$ cat src/rtl/rcnsf_pkg.sv
// Shared types and constants for the radius crossmatch new-source filter.
package rcnsf_pkg;

   typedef logic [1:0] op_type;

   localparam op_type OP_LOAD  = 2'd0;
   localparam op_type OP_QUERY = 2'd1;
   localparam op_type OP_CLEAR = 2'd2;

   localparam int POS_W    = 24;
   localparam int FLUX_W   = 32;
   localparam int RADIUS_W = 32;
   localparam int DIFF_W   = POS_W + 1;
   localparam int SQ_W     = 2 * POS_W + 1;
   localparam int DIST_W   = SQ_W + 1;
   localparam int REF_W    = 2 * POS_W;

   localparam logic [RADIUS_W-1:0] RADIUS_SQ_RESET = 32'd65536;

   typedef struct packed {
      op_type                   operation;
      logic signed [POS_W-1:0]  pos_x;
      logic signed [POS_W-1:0]  pos_y;
      logic signed [FLUX_W-1:0] flux;
   } req_type;

   typedef struct packed {
      logic signed [POS_W-1:0]  new_x;
      logic signed [POS_W-1:0]  new_y;
      logic signed [FLUX_W-1:0] new_flux;
   } rsp_type;

   typedef enum logic [1:0] {
      ST_IDLE,
      ST_SCAN,
      ST_DRAIN,
      ST_FINISH
   } state_type;

   typedef struct packed {
      logic ref_write;
      logic ref_clear;
      logic query_start;
      logic scan_issue;
      logic out_load;
   } cmd_type;

   typedef struct packed {
      logic count_zero;
      logic scan_last;
      logic pipe_empty;
      logic matched;
      logic out_free;
   } status_type;

endpackage

$ cat src/rtl/rcnsf_ctrl.sv
// Controller state machine: request intake, scan sequencing, result hand-off.
module rcnsf_ctrl (
   input  logic                    clock,
   input  logic                    reset,
   input  logic                    req_valid,
   input  rcnsf_pkg::op_type       req_operation,
   output logic                    req_ready,
   input  rcnsf_pkg::status_type   status,
   output rcnsf_pkg::cmd_type      cmd
);

   import rcnsf_pkg::*;

   state_type state_ff;
   state_type state_in;

   always_ff @(posedge clock) begin
      if (reset) begin
         state_ff <= ST_IDLE;
      end else begin
         state_ff <= state_in;
      end
   end

   always_comb begin
      state_in = state_ff;
      unique case (state_ff)
         ST_IDLE: begin
            if (req_valid && req_operation == OP_QUERY) begin
               state_in = status.count_zero ? ST_FINISH : ST_SCAN;
            end
         end
         ST_SCAN: begin
            if (status.scan_last) begin
               state_in = ST_DRAIN;
            end
         end
         ST_DRAIN: begin
            if (status.pipe_empty) begin
               state_in = ST_FINISH;
            end
         end
         ST_FINISH: begin
            if (status.matched || status.out_free) begin
               state_in = ST_IDLE;
            end
         end
         default: state_in = ST_IDLE;
      endcase
   end

   always_comb begin
      req_ready       = 1'b0;
      cmd             = '0;
      unique case (state_ff)
         ST_IDLE: begin
            req_ready       = 1'b1;
            cmd.ref_write   = req_valid && (req_operation == OP_LOAD);
            cmd.ref_clear   = req_valid && (req_operation == OP_CLEAR);
            cmd.query_start = req_valid && (req_operation == OP_QUERY);
         end
         ST_SCAN: begin
            cmd.scan_issue = 1'b1;
         end
         ST_DRAIN: begin
         end
         ST_FINISH: begin
            cmd.out_load = !status.matched && status.out_free;
         end
         default: begin
         end
      endcase
   end

endmodule

$ cat config.mk
export PLATFORM = sky130hd
export DESIGN_NAME = rcnsf_ctrl
export DESIGN_NICKNAME = d
export VERILOG_FILES = /design/src/rtl/rcnsf_pkg.sv /design/src/rtl/rcnsf_ctrl.sv
export SDC_FILE = /design/constraint.sdc
export NUM_CORES = 1
export LEC_CHECK = 0
export BUFFER_PORTS_ARGS = -buffer_cell sky130_fd_sc_hd__buf_4
export CORE_AREA = 2 2 39 41
export DETAILED_ROUTE_END_ITERATION = 10
export DIE_AREA = 0 0 41 43
export PLACE_DENSITY = 0.39
export SLEW_MARGIN = 20
export SYNTH_ARGS = -nofsm -noshare
export SYNTH_HDL_FRONTEND = slang
export SYNTH_SLANG_ARGS = --single-unit
$ cat constraint.sdc
create_clock -name clock -period 4.4 [get_ports clock]
set_clock_uncertainty 0.1 [all_clocks]
set_input_delay 0.44 -clock clock [delete_from_list [all_inputs] [get_ports clock]]
set_output_delay 0.44 -clock clock [all_outputs]
set_load 0.01 [all_outputs]
==> flow_metrics.env <==
export IMPL_switching_share_pct=38.1
export IMPL_num_vias=244
export IMPL_crit_path_start="state_ff[1]$_SDFFE_PP0P_"
export IMPL_reg2reg_depth=5
export IMPL_drc_errors=0
export IMPL_post_cts_setup_buffers=0
export IMPL_min_to="state_ff[0]$_SDFFE_PP0P_"
export IMPL_power_density_nw_per_um2=525
export IMPL_dp_worst_setup_slack_ns=2.55
export IMPL_grt_pass1_vias=235
export IMPL_yosys_warnings=0
export IMPL_rows=14
export IMPL_track_usage_pct=7.31
export IMPL_ys_top_cells_by_area="ha_1 26%, dfxtp_1 17%, nor3b_1 9.5%, mux2i_1 8.4%, a2111oi_2 6.3%"
export IMPL_end_kind="output port"
export IMPL_cap_violations=0
export IMPL_async_flop_share_pct=0
export IMPL_clock_sinks=2
export IMPL_setup_slack_ns=2.51
export IMPL_area_growth_pct=65.3
export IMPL_worstPathMaxFanout=4
export IMPL_setup_worst_path_start_class="flop"
export IMPL_worstPathRequired_ns=3.86
export IMPL_clock_latency_ns=0.22
export IMPL_hold_class="reg2reg"
export IMPL_grt_overflow=0
export IMPL_max_freq_mhz=528
export IMPL_cts_buffer_depth=2
export IMPL_power_share_combinational_pct=63.7
export IMPL_rsz0062_at_grt="false"
export IMPL_finalCriticalPeriod_ns=1.89
export IMPL_die_area_um2=1760
export IMPL_drtIter0Drc=4
export IMPL_ys_seq_area_share_pct=16.8
export IMPL_drive_gt1_share_pct=45.5
export IMPL_ys_seq_elements=2
export IMPL_netlist_cell_type_count=15
export IMPL_clkPwrFrac_pct=19.4
export IMPL_start_util_pct=17.2
export IMPL_reg2reg_slack_ns=2.57
export IMPL_synth_fp_nets=41
export IMPL_largest_reg_flops=2
export IMPL_fin_setup_tns_ns=0
export IMPL_finalNetCount=61
export IMPL_syn_area_um2=238
export IMPL_grt_antenna_before_repair=0
export IMPL_p_sw_uw=78.6
export IMPL_diodes=0
export IMPL_min_delay_start="state_ff[0]$_SDFFE_PP0P_"
export IMPL_cts_max_level=1
export IMPL_synth_top_area_share_pct=26.3
export IMPL_portBuffers=15
export IMPL_setup_violations=0
export IMPL_numCtsBuffers=3
export IMPL_synthesis_instances=26
export IMPL_dp_hpwl_um=493
export IMPL_avgSynthCellArea_um2=9.14
export IMPL_multi_input_area_um2=190
export IMPL_grt_first_pass_wirelength_um=807
export IMPL_relSlewSlack_pct=72.7
export IMPL_synth_top_cell_by_area="ha_1"
export IMPL_coreArea_um2=1380
export IMPL_timing_final_crit_share_pct=43.1
export IMPL_synth_top_flop_cell="dfxtp_1"
export IMPL_clk_pin_slew_ns=0.03
export IMPL_pwr_share_seq_pct=16.9
export IMPL_fp_dieH_um=43
export IMPL_utilization_pct=28.4
export IMPL_wl_per_cell_um=9.18
export IMPL_largest_register="state_ff"
export IMPL_p_int_uw=128
export IMPL_synth_common_cells="5 x ha_1, 3 x nor3b_1"
export IMPL_critical_path_arrival_ns=1.35
export IMPL_gp_congestion=0.766
export IMPL_grt_start_max_net_pins=5
export IMPL_antenna_left=0
export IMPL_irDropWorstVdd_mv=0.238
export IMPL_routed_wl_um=551
export IMPL_critical_path_class="reg2out"
export IMPL_register_area_um2=40.0
export IMPL_synth_edf_count=0
export IMPL_synth_most_common_cell="ha_1"
export IMPL_die_w_um=41
export IMPL_cts_root_buf="clkbuf_4"
export IMPL_maxSlewViolCount=0
export IMPL_cts_tree="built"
export IMPL_r2r_start="state_ff[0]$_SDFFE_PP0P_"
export IMPL_hold_buffers=0
export IMPL_vias_per_cell=4.07
export IMPL_p_leak_nw=0.196
export IMPL_io_pins=16
export IMPL_r2r_end="state_ff[1]$_SDFFE_PP0P_"
export IMPL_whs_path_depth=2
export IMPL_fillCellCount=160
export IMPL_reg_top3="state_ff x2"
export IMPL_outcome="finished clean"
export IMPL_dr_pass1_iters=2
export IMPL_cts_resized_gates=0
export IMPL_finalHoldViolations=0
export IMPL_tightest_slew_ns=0.408
export IMPL_whs_ns=0.413
metal layers:
metal	GRT usage, %	share of wire, %	wire (µm)	vias up
li1	-	-	-	127
met1	6.05	38	210	104
met2	11.3	48	263	13
met3	3.14	14	78	0
met4	8.00	0	0	0
met5	0	0	0	-
power by group through the flow:
| stage | logic [mW] | registers (mW) | clock network (mW) |
|---|---|---|---|
| floorplan | 0.0907 | 0.0340 | 0 |
| CTS | 0.135 | 0.0352 | 0.0433 |
| global placement | 0.135 | 0.0353 | 0 |
| detailed placement | 0.135 | 0.0354 | 0 |
| global route | 0.147 | 0.0367 | 0.0478 |
| finish | 0.131 | 0.0349 | 0.0400 |
worst max-delay path by stage:
stage / endpoint / slack (ns)
finish: cmd[2] / 2.51
global route: cmd[3] / 2.38
CTS: cmd[3] / 2.46
detailed placement: state_ff[1]$_SDFFE_PP0P_ / 2.55
global placement: state_ff[1]$_SDFFE_PP0P_ / 2.59
floorplan: state_ff[1]$_SDFFE_PP0P_ / 2.65
cells in the final DEF (no fill, tap or decap):
| master | synthesis | final |
|---|---|---|
| buf_4 | 0 | 15 |
| ha_1 | 5 | 5 |
| nor3b_1 | 3 | 3 |
| clkbuf_4 | 0 | 3 |
| inv_1 | 2 | 2 |
| nor2b_1 | 2 | 2 |
| mux2i_1 | 2 | 2 |
| nor2_1 | 2 | 2 |
| dfxtp_1 | 2 | 2 |
| nand2_1 | 1 | 1 |
| and3b_1 | 1 | 1 |
| nor3_1 | 1 | 1 |
| nand2b_1 | 1 | 1 |
| o21bai_1 | 1 | 1 |
| nand3b_1 | 1 | 1 |
| a2111oi_2 | 1 | 1 |
| mux2_2 | 1 | 1 |
final cells by class:
class	count	share of cell area, %
inverter	2	1.91
multi-input combinational	22	48.4
tap	16	5.10
timing repair buffer	15	28.7
clock buffer	3	5.73
sequential	2	10.2
through the flow:
step / cell area [µm²] / cells / total power [mW]
after floorplan: 238 / 26 / 0.125
after global placement: 370 / 57 / 0.170
after detailed placement: 370 / 57 / 0.170
after CTS: 393 / 60 / 0.213
after global routing: 393 / 60 / 0.231
final: 393 / 60 / 0.206
worst max-delay path, cell delays in order, from the launching register on:
cell and delay, ns:
dfxtp_1 0.31, inv_1 0.12, ha_1 0.23, nand2_1 0.11, nor3b_1 0.21, buf_4 0.16
kinds of logic after synthesis:
| group | count (synthesis) | synth area share (%) |
|---|---|---|
| AOI/OAI and AO/OA | 2 | 9.47 |
| adders and majority gates | 5 | 26.3 |
| buffers and inverters | 2 | 3.16 |
| DFF | 2 | 16.8 |
| muxes | 3 | 13.2 |
| and+or+nand+nor | 12 | 31.1 |
(Power assumes the default switching activity.)
